--- config.mk ---
export PLATFORM = sky130hd
export DESIGN_NAME = hkth_ctrl
export DESIGN_NICKNAME = d
export VERILOG_FILES = /design/src/rtl/hkth_pkg.sv /design/src/rtl/hkth_ctrl.sv
export SDC_FILE = /design/constraint.sdc
export NUM_CORES = 1
export LEC_CHECK = 0
export BUFFER_PORTS_ARGS = -buffer_cell sky130_fd_sc_hd__buf_4
export CAP_MARGIN = 20
export CORE_MARGIN = 2
export CORE_UTILIZATION = 45
export DETAILED_ROUTE_END_ITERATION = 10
export MAX_ROUTING_LAYER = met4
export PLACE_DENSITY = 0.66
export SKIP_LAST_GASP = 1
export SLEW_MARGIN = 20
export SYNTH_ARGS = -nofsm -noshare
export SYNTH_HDL_FRONTEND = slang
export SYNTH_SLANG_ARGS = --single-unit
--- constraint.sdc ---
create_clock -name clk -period 11.8 [get_ports clk]
set_input_delay 2.36 -clock clk [delete_from_list [all_inputs] [get_ports clk]]
set_output_delay 2.36 -clock clk [all_outputs]
set_load 0.05 [all_outputs]
--- src/rtl/hkth_pkg.sv ---
// Shared constants, types and helper functions for the two-level histogram selector.
package hkth_pkg;

    localparam int VALUE_BITS  = 18;
    localparam int BUCKET_BITS = 10;
    localparam int COUNT_BITS  = 19;

    localparam int SHIFT_BITS    = (BUCKET_BITS < VALUE_BITS) ? BUCKET_BITS : VALUE_BITS;
    localparam int BKT_RAW_BITS  = VALUE_BITS - SHIFT_BITS;
    localparam int BKT_IDX_BITS  = (BKT_RAW_BITS > 0) ? BKT_RAW_BITS : 1;
    localparam int NUM_BUCKETS   = 1 << BKT_RAW_BITS;

    localparam int OPCODE_W = 2;
    localparam int VALUE_W  = 18;
    localparam int RANK_W   = 19;
    localparam int STATUS_W = 2;
    localparam int TOTAL_W  = 19;

    localparam logic [COUNT_BITS-1:0] COUNT_MAX = '1;

    typedef enum logic [OPCODE_W-1:0] {
        OP_INSERT = 2'd0,
        OP_DELETE = 2'd1,
        OP_SELECT = 2'd2,
        OP_NONE   = 2'd3
    } opcode_t;

    typedef enum logic [STATUS_W-1:0] {
        ST_OK       = 2'd0,
        ST_BAD_RANK = 2'd1,
        ST_ABSENT   = 2'd2,
        ST_FULL     = 2'd3
    } status_t;

    typedef enum logic [2:0] {
        S_CLEAR,
        S_IDLE,
        S_UPDATE,
        S_BSCAN,
        S_FSCAN,
        S_FINISH
    } state_t;

    typedef struct packed {
        logic                  we;
        logic [VALUE_BITS-1:0] waddr;
        logic [COUNT_BITS-1:0] wdata;
        logic [VALUE_BITS-1:0] raddr;
    } fine_port_t;

    typedef struct packed {
        logic                    we;
        logic [BKT_IDX_BITS-1:0] waddr;
        logic [COUNT_BITS-1:0]   wdata;
        logic [BKT_IDX_BITS-1:0] raddr;
    } bkt_port_t;

    function automatic logic [BKT_IDX_BITS-1:0] bucket_of(input logic [VALUE_BITS-1:0] v);
        return BKT_IDX_BITS'(v >> SHIFT_BITS);
    endfunction

    function automatic logic [VALUE_BITS-1:0] bucket_base(input logic [BKT_IDX_BITS-1:0] b);
        return VALUE_BITS'(VALUE_BITS'(b) << SHIFT_BITS);
    endfunction

endpackage

--- src/rtl/hkth_ctrl.sv ---
// Sequencer for clearing, count updates, the two-level rank walk and the output register.
module hkth_ctrl (
    input  logic                                  clk,
    input  logic                                  rst_n,
    input  logic                                  in_valid,
    output logic                                  in_stall,
    input  logic [hkth_pkg::OPCODE_W-1:0]         opcode,
    input  logic [hkth_pkg::VALUE_W-1:0]          value,
    input  logic [hkth_pkg::RANK_W-1:0]           rank,
    output logic                                  out_valid,
    input  logic                                  out_stall,
    output logic [hkth_pkg::VALUE_W-1:0]          selected_value,
    output logic [hkth_pkg::STATUS_W-1:0]         status,
    output logic [hkth_pkg::TOTAL_W-1:0]          total_count,
    output hkth_pkg::fine_port_t                  fine_port,
    input  logic [hkth_pkg::COUNT_BITS-1:0]       fine_rdata,
    output hkth_pkg::bkt_port_t                   bkt_port,
    input  logic [hkth_pkg::COUNT_BITS-1:0]       bkt_rdata
);

    hkth_pkg::state_t                        state_reg, state_next;
    logic [hkth_pkg::VALUE_BITS-1:0]         clr_reg, clr_next;
    logic [hkth_pkg::COUNT_BITS-1:0]         total_reg, total_next;
    logic                                    out_valid_reg, out_valid_next;

    hkth_pkg::opcode_t                       op_reg, op_next;
    logic [hkth_pkg::VALUE_BITS-1:0]         val_reg, val_next;
    logic [hkth_pkg::BKT_IDX_BITS-1:0]       bkt_reg, bkt_next;
    logic [hkth_pkg::COUNT_BITS-1:0]         left_reg, left_next;
    hkth_pkg::status_t                       status_reg, status_next;
    logic [hkth_pkg::VALUE_BITS-1:0]         sel_reg, sel_next;
    logic [hkth_pkg::VALUE_W-1:0]            out_sel_reg, out_sel_next;
    hkth_pkg::status_t                       out_status_reg, out_status_next;
    logic [hkth_pkg::TOTAL_W-1:0]            out_total_reg, out_total_next;

    logic                                    out_free;
    logic                                    last_bkt;
    logic                                    last_fine;
    hkth_pkg::opcode_t                       in_op;
    logic [hkth_pkg::VALUE_BITS-1:0]         in_val;

    assign in_stall       = (state_reg != hkth_pkg::S_IDLE);
    assign out_valid      = out_valid_reg;
    assign selected_value = out_sel_reg;
    assign status         = out_status_reg;
    assign total_count    = out_total_reg;

    assign out_free  = !out_valid_reg || !out_stall;
    assign last_bkt  = (32'(bkt_reg) == hkth_pkg::NUM_BUCKETS - 1);
    assign last_fine = &val_reg[hkth_pkg::SHIFT_BITS-1:0];
    assign in_op     = hkth_pkg::opcode_t'(opcode);
    assign in_val    = hkth_pkg::VALUE_BITS'(value);

    always_ff @(posedge clk or negedge rst_n)
    begin
        if (!rst_n)
        begin
            state_reg     <= hkth_pkg::S_CLEAR;
            clr_reg       <= '0;
            total_reg     <= '0;
            out_valid_reg <= 1'b0;
        end
        else
        begin
            state_reg     <= state_next;
            clr_reg       <= clr_next;
            total_reg     <= total_next;
            out_valid_reg <= out_valid_next;
        end
    end

    always_ff @(posedge clk)
    begin
        op_reg         <= op_next;
        val_reg        <= val_next;
        bkt_reg        <= bkt_next;
        left_reg       <= left_next;
        status_reg     <= status_next;
        sel_reg        <= sel_next;
        out_sel_reg    <= out_sel_next;
        out_status_reg <= out_status_next;
        out_total_reg  <= out_total_next;
    end

    always_comb
    begin
        state_next      = state_reg;
        clr_next        = clr_reg;
        total_next      = total_reg;
        out_valid_next  = out_valid_reg && out_stall;
        op_next         = op_reg;
        val_next        = val_reg;
        bkt_next        = bkt_reg;
        left_next       = left_reg;
        status_next     = status_reg;
        sel_next        = sel_reg;
        out_sel_next    = out_sel_reg;
        out_status_next = out_status_reg;
        out_total_next  = out_total_reg;

        fine_port.we    = 1'b0;
        fine_port.waddr = val_reg;
        fine_port.wdata = '0;
        fine_port.raddr = val_reg;
        bkt_port.we     = 1'b0;
        bkt_port.waddr  = hkth_pkg::bucket_of(val_reg);
        bkt_port.wdata  = '0;
        bkt_port.raddr  = bkt_reg;

        unique case (state_reg)
            hkth_pkg::S_CLEAR:
            begin
                fine_port.we    = 1'b1;
                fine_port.waddr = clr_reg;
                bkt_port.we     = 1'b1;
                bkt_port.waddr  = hkth_pkg::BKT_IDX_BITS'(clr_reg);
                clr_next        = clr_reg + 1'b1;
                if (&clr_reg)
                begin
                    state_next = hkth_pkg::S_IDLE;
                end
            end
            hkth_pkg::S_IDLE:
            begin
                fine_port.raddr = in_val;
                bkt_port.raddr  = (in_op == hkth_pkg::OP_SELECT) ? '0
                                                                 : hkth_pkg::bucket_of(in_val);
                if (in_valid)
                begin
                    op_next     = in_op;
                    val_next    = in_val;
                    bkt_next    = '0;
                    status_next = hkth_pkg::ST_OK;
                    sel_next    = '0;
                    case (in_op)
                        hkth_pkg::OP_INSERT:
                        begin
                            if (total_reg == hkth_pkg::COUNT_MAX)
                            begin
                                status_next = hkth_pkg::ST_FULL;
                                state_next  = hkth_pkg::S_FINISH;
                            end
                            else
                            begin
                                state_next = hkth_pkg::S_UPDATE;
                            end
                        end
                        hkth_pkg::OP_DELETE:
                        begin
                            state_next = hkth_pkg::S_UPDATE;
                        end
                        hkth_pkg::OP_SELECT:
                        begin
                            if (rank == '0 || 32'(rank) > 32'(total_reg))
                            begin
                                status_next = hkth_pkg::ST_BAD_RANK;
                                state_next  = hkth_pkg::S_FINISH;
                            end
                            else
                            begin
                                left_next  = hkth_pkg::COUNT_BITS'(rank - 1'b1);
                                state_next = hkth_pkg::S_BSCAN;
                            end
                        end
                        default:
                        begin
                            state_next = hkth_pkg::S_FINISH;
                        end
                    endcase
                end
            end
            hkth_pkg::S_UPDATE:
            begin
                state_next = hkth_pkg::S_FINISH;
                if (op_reg == hkth_pkg::OP_INSERT)
                begin
                    fine_port.we    = 1'b1;
                    fine_port.wdata = fine_rdata + 1'b1;
                    bkt_port.we     = 1'b1;
                    bkt_port.wdata  = bkt_rdata + 1'b1;
                    total_next      = total_reg + 1'b1;
                end
                else if (fine_rdata == '0)
                begin
                    status_next = hkth_pkg::ST_ABSENT;
                end
                else
                begin
                    fine_port.we    = 1'b1;
                    fine_port.wdata = fine_rdata - 1'b1;
                    bkt_port.we     = 1'b1;
                    bkt_port.wdata  = bkt_rdata - 1'b1;
                    total_next      = total_reg - 1'b1;
                end
            end
            hkth_pkg::S_BSCAN:
            begin
                fine_port.raddr = hkth_pkg::bucket_base(bkt_reg);
                bkt_port.raddr  = bkt_reg + 1'b1;
                if (last_bkt || bkt_rdata > left_reg)
                begin
                    val_next   = hkth_pkg::bucket_base(bkt_reg);
                    state_next = hkth_pkg::S_FSCAN;
                end
                else
                begin
                    left_next = left_reg - bkt_rdata;
                    bkt_next  = bkt_reg + 1'b1;
                end
            end
            hkth_pkg::S_FSCAN:
            begin
                fine_port.raddr = val_reg + 1'b1;
                if (last_fine || fine_rdata > left_reg)
                begin
                    sel_next   = val_reg;
                    state_next = hkth_pkg::S_FINISH;
                end
                else
                begin
                    left_next = left_reg - fine_rdata;
                    val_next  = val_reg + 1'b1;
                end
            end
            hkth_pkg::S_FINISH:
            begin
                if (out_free)
                begin
                    out_valid_next  = 1'b1;
                    out_sel_next    = hkth_pkg::VALUE_W'(sel_reg);
                    out_status_next = status_reg;
                    out_total_next  = hkth_pkg::TOTAL_W'(total_reg);
                    state_next      = hkth_pkg::S_IDLE;
                end
            end
            default:
            begin
                state_next = hkth_pkg::S_IDLE;
            end
        endcase
    end

    a_both_stores_written: assert property (@(posedge clk) disable iff (!rst_n)
        fine_port.we == bkt_port.we)
        else $error("Value and bucket count writes are not paired.");

    a_insert_raises_total: assert property (@(posedge clk) disable iff (!rst_n)
        (state_reg == hkth_pkg::S_UPDATE && op_reg == hkth_pkg::OP_INSERT)
        |=> total_reg == $past(total_reg) + 1'b1)
        else $error("An insert did not raise the stored total.");

    a_rank_never_grows: assert property (@(posedge clk) disable iff (!rst_n)
        (state_reg == hkth_pkg::S_BSCAN || state_reg == hkth_pkg::S_FSCAN)
        |=> left_reg <= $past(left_reg))
        else $error("Remaining rank grew during the walk.");

    a_finish_delivers: assert property (@(posedge clk) disable iff (!rst_n)
        (state_reg == hkth_pkg::S_FINISH && out_free)
        |=> out_valid_reg && state_reg == hkth_pkg::S_IDLE)
        else $error("A finished transaction was not presented.");

endmodule

# Word level (Yosys, flattened, before mapping)
# Cells that the tools add are included.
[totals]
elab_cells = 127
ff_bits = 147
out_inout_bits = 133
inputBits = 81
[op_classes]
mux = 50
n_eq_ne = 22
n_lt_le_gt_ge = 3
addsub = 12
reduce_logical = 27
[op_table]
columns = ["op", "count"]
rows = [
  ["19-bit two-way mux", 13],
  ["18-bit two-way mux", 6],
  ["18-bit case mux with 3 select lines", 2],
  ["19-bit by 1-bit subtractor with 19-bit output, second input constant", 4],
  ["19-bit by 1-bit adder with 19-bit output, second input constant", 3],
  ["19-bit greater-than comparator", 3],
  ["19-bit case mux with 3 select lines", 1],
  ["19-bit zero test", 2],
  ["19-bit subtractor", 2],
  ["18-bit by 1-bit adder with 18-bit output, second input constant", 2],
  ["18-bit case mux with 2 select lines", 1],
  ["8-bit two-way mux", 4],
  ["8-bit case mux with 2 select lines", 2],
  ["2-bit != test, second input constant", 12],
  ["3-bit two-way mux", 7],
  ["19-bit equality test, second input constant", 1],
  ["3-bit case mux with 6 select lines", 1],
  ["18-bit AND reduction", 1],
  ["10-bit AND reduction", 1],
  ["3-bit case mux with 3 select lines", 1],
  ["8-bit by 1-bit adder with 8-bit output, second input constant", 1],
  ["8-bit equality test, second input constant", 1],
  ["2-bit two-way mux", 4],
  ["2-bit case mux with 2 select lines", 2],
  ["20 further kinds", 37],
]

# Logic depth before layout (Yosys ltp)
[logic_depth]
word_depth = 6
mapped_depth = 14
depth_no_buf = 13

# Worst setup path before layout
# Ideal clock, no wire load.
[synth_path]
path_type = "input -> output"
startpoint = "input fine_rdata[2] (netlist bit)"
endpoint = "output fine_port[32] (netlist bit)"
t_arrival_ps = 5140
cell_stages = 8
setup_slack_ps = 4300
required_ps = 9440
cell_sequence = "buf_2 or4_4 nor4_4 nand3_1 nor3_1 nor3b_1 nor3_1 a211oi_1"
[synth_lines]
columns = ["element", "line_no", "source"]
rows = [
  ["from (decl)", "hkth_ctrl.sv:16", "input logic [hkth_pkg::COUNT_BITS-1:0] fine_rdata,"],
  ["to (decl)", "hkth_ctrl.sv:15", "output hkth_pkg::fine_port_t fine_port,"],
]

==> impl_metrics.toml <==
[power_and_ir_drop]
power_switching_w = 0.002058
internal_power_w = 0.001888
leakagePower_nw = 6.154
combPwrFrac = 0.604
sw_frac_of_total = 0.5215
clkPwrFrac = 0.142
ir_worst_vdd_v = 0.0001684
seqPwrFrac = 0.254
power_density_nw_per_um2 = 272.3

[final_layout]
instances_no_fill = 1929
layout_commonest_cell = "buf_4"
drive_above_1_share = 0.1832
n_fill_cell = 2363
final_cell_mix = "buf_4 (226), nand2_1 (179), edfxtp_1 (106), nor2_1 (105), a21oi_1 (96)"
nNetsFinal = 1748
syn_to_final_growth_pct = 20.86
n_antenna_cell = 0
stdcell_area_um2 = 14490

[setup_path]
cpPeakStageDelay_ns = 0.68
end_kind = "output port"
critical_path_arrival_ns = 5.77
r2r_start = "op_reg[1]"
crit_type = "in -> out"
cp_num_cells = 10
crit_family = "simple AND/OR/NAND/NOR gates"
crit_start = "fine_rdata[2]"
path_common_cell = "buf_4"
critPathSlowestCell = "nor3b_2"
rr_endpoint = "total_reg[17]"
crit_fanout = 38
startpoint_type = "input pin"
worstRegToRegCells = 14
path_cells = "buf_4 -> or4_4 -> nor4_4 -> nand3_1 -> nor3b_2 -> nor2_1 -> nor2_4 -> buf_4 -> nand2_1 -> buf_4"
critPathRequiredTime_ns = 9.44
rrSetupSlack_ns = 7.74
cp_num_buf_inv = 3

[routing]
wl_per_cell_um = 19.76
vias = 11440
routed_via_density = 5.932
dr.pass1.iters = 9
ant_nets = 0
wl_um = 38120
first_iter_violations = 976
drc = 9

[placed_design]
placedInstanceArea_um2 = 13850
pre_cts_slack_ns = 3.679
placed_cells = 1896
gp_congestion = 0.9451
place_hpwl_um = 28970
port_buffers = 213

[logic_synthesis]
post_synth_num_cell_types = 73
seq_area_frac_synth = 0.3511
yosys.area.top_type = "edfxtp_1"
synth.avg_cell_area_um2 = 8.556
synth.top_cell.area_share = 0.2656
netlist_top_cells_area = "edfxtp_1 (27%), ha_1 (8.7%), dfrtp_1 (8.6%), xnor2_1 (5.8%), nand2_1 (5.6%)"
postSynth.asyncResetShare = 0.2789
ys.flop_type = "edfxtp_1"
syn_area_um2 = 11990
syn_nets = 1568
ys_ff_latch = 147
synth_edf_count = 106
synth_warnings = 0
syn_inst = 1401

[clock_tree]
cts_buffers = 17
post-cts-setup-buffers = 0
clk_pin_slew_ns = 0.08
cts.htree.levels = 4
cts_tree = "done"
insertion_delay_ns = 0.43
cts_resized = 0
clock_sinks = 147
hold_buffers = 0
clock_path_buffers = 2
clock-root-buffer = "clkbuf_16"

[worst_hold_path]
hp-start = "sel_reg[16]"
hold_path.class = "reg -> reg"
hold_end = "selected_value[16]"
hold_path_depth = 0

[grt]
grt_max_degree = 42
grt_usage = 0.2759
grt_pass1_wl_um = 59300
grt_antenna_before_repair = 0
overflow = 0
grt_pass1_vias = 10810

[sta]
relSlewSlack = 0.3860
finClkSkew_ns = 0.01697
tightest_slew_ns = 0.9210
rsz0062_at_grt = "no"
fmax_mhz = 123.0
finalSetupViolations = 0
fin_setup_tns_ns = 0
setup_ws_ns = 3.671
min_period_ns = 8.129
min_period_over_period = 0.6889
maxSlewViolCount = 0
finalHoldViolCount = 0

[run]
cap_violations = 0

[floorplanning]
std_cell_rows = 59
dieArea_um2 = 27960
core_region_area_um2 = 26130
io_pins = 214
chipWidth_um = 167.2
die_h_um = 167.2
start_util = 0.4587

[outcome]
violations = "design-rule violations"
status = "finished, violations left"
-- metal layers --
layer	part of all wire	vias to the layer above	track usage	wire, um
met4	0.028	0	0.09074	1065
met3	0.070	59	0.03569	2687
li1	-	5454	-	-
met2	0.47	452	0.4350	17810
met1	0.43	5477	0.3702	16550
met5	0	-	-	0
-- through the flow --
stage	total power (W)	hold WS [ns]	util
2_1_floorplan	0.002675	0.4003	-
3_3_place_gp	0.003325	0.4004	0.5299
3_5_place_dp	0.003359	0.4052	0.5299
4_1_cts	0.003935	0.4226	0.5533
5_1_grt	0.004179	0.4269	0.5543
6_report	0.003945	0.4223	0.5543
-- area by class of cell --
class	instances	area (um^2)	area share
clock buffer	17	425.4	0.02937
clock inverter	15	185.2	0.01278
inverter	76	285.3	0.01969
multi-input combinational	1112	7238	0.4997
sequential	147	4209	0.2906
tap	335	419.2	0.02893
timing repair buffer	227	1724	0.1190
-- cell families after synthesis --
logic type	Yosys count	synth area share
AOI/OAI and AO/OA	369	0.2012
xor gates and xnor gates	122	0.08914
adders and majority gates	86	0.09165
buffers and inverters	142	0.04708
DFF	147	0.3511
muxes	6	0.005219
and+or+nand+nor	529	0.2146
-- worst register-to-register path, delay by kind of cell (launching register included) --
family | cells | cell delay [ns]
adders and majority gates | 1 | 0.46
AOI/OAI and AO/OA | 6 | 1.71
DFF | 1 | 0.38
and+or+nand+nor | 3 | 0.49
xor gates and xnor gates | 1 | 0.14
buffers and inverters | 3 | 0.76
-- Yosys cell counts (all sizes together) (19+ instances only) --
library cell  instances
nand2               179
nor2                112
edfxtp              106
a21oi                97
o21ai                93
ha                   83
xnor2                80
inv                  76
clkbuf               55
nor3                 45
nand3                43
xor2                 42
dfrtp                41
a21o                 31
nand4                24
and2                 22
nand2b               22
and3                 20
a211oi               19
-- power by group through the flow --
stage	logic [W]	clock network [W]	registers, W
6_report	0.00238	0.000561	0.00100
3_5_place_dp	0.00235	0	0.00100
3_3_place_gp	0.00232	0	0.00100
4_1_cts	0.00237	0.000569	0.000998
5_1_grt	0.00257	0.000589	0.00102
2_1_floorplan	0.00166	0	0.00102
-- worst max-delay path by stage --
stage                     to  slack (ns)
2_1_floorplan  fine_port[32]        4.30
3_5_place_dp    bkt_port[35]        3.68
6_report        bkt_port[35]        3.67
5_1_grt         bkt_port[35]        3.41
3_3_place_gp    bkt_port[35]        3.82
4_1_cts         bkt_port[35]        3.68
Power figures use the tool's default switching activity.
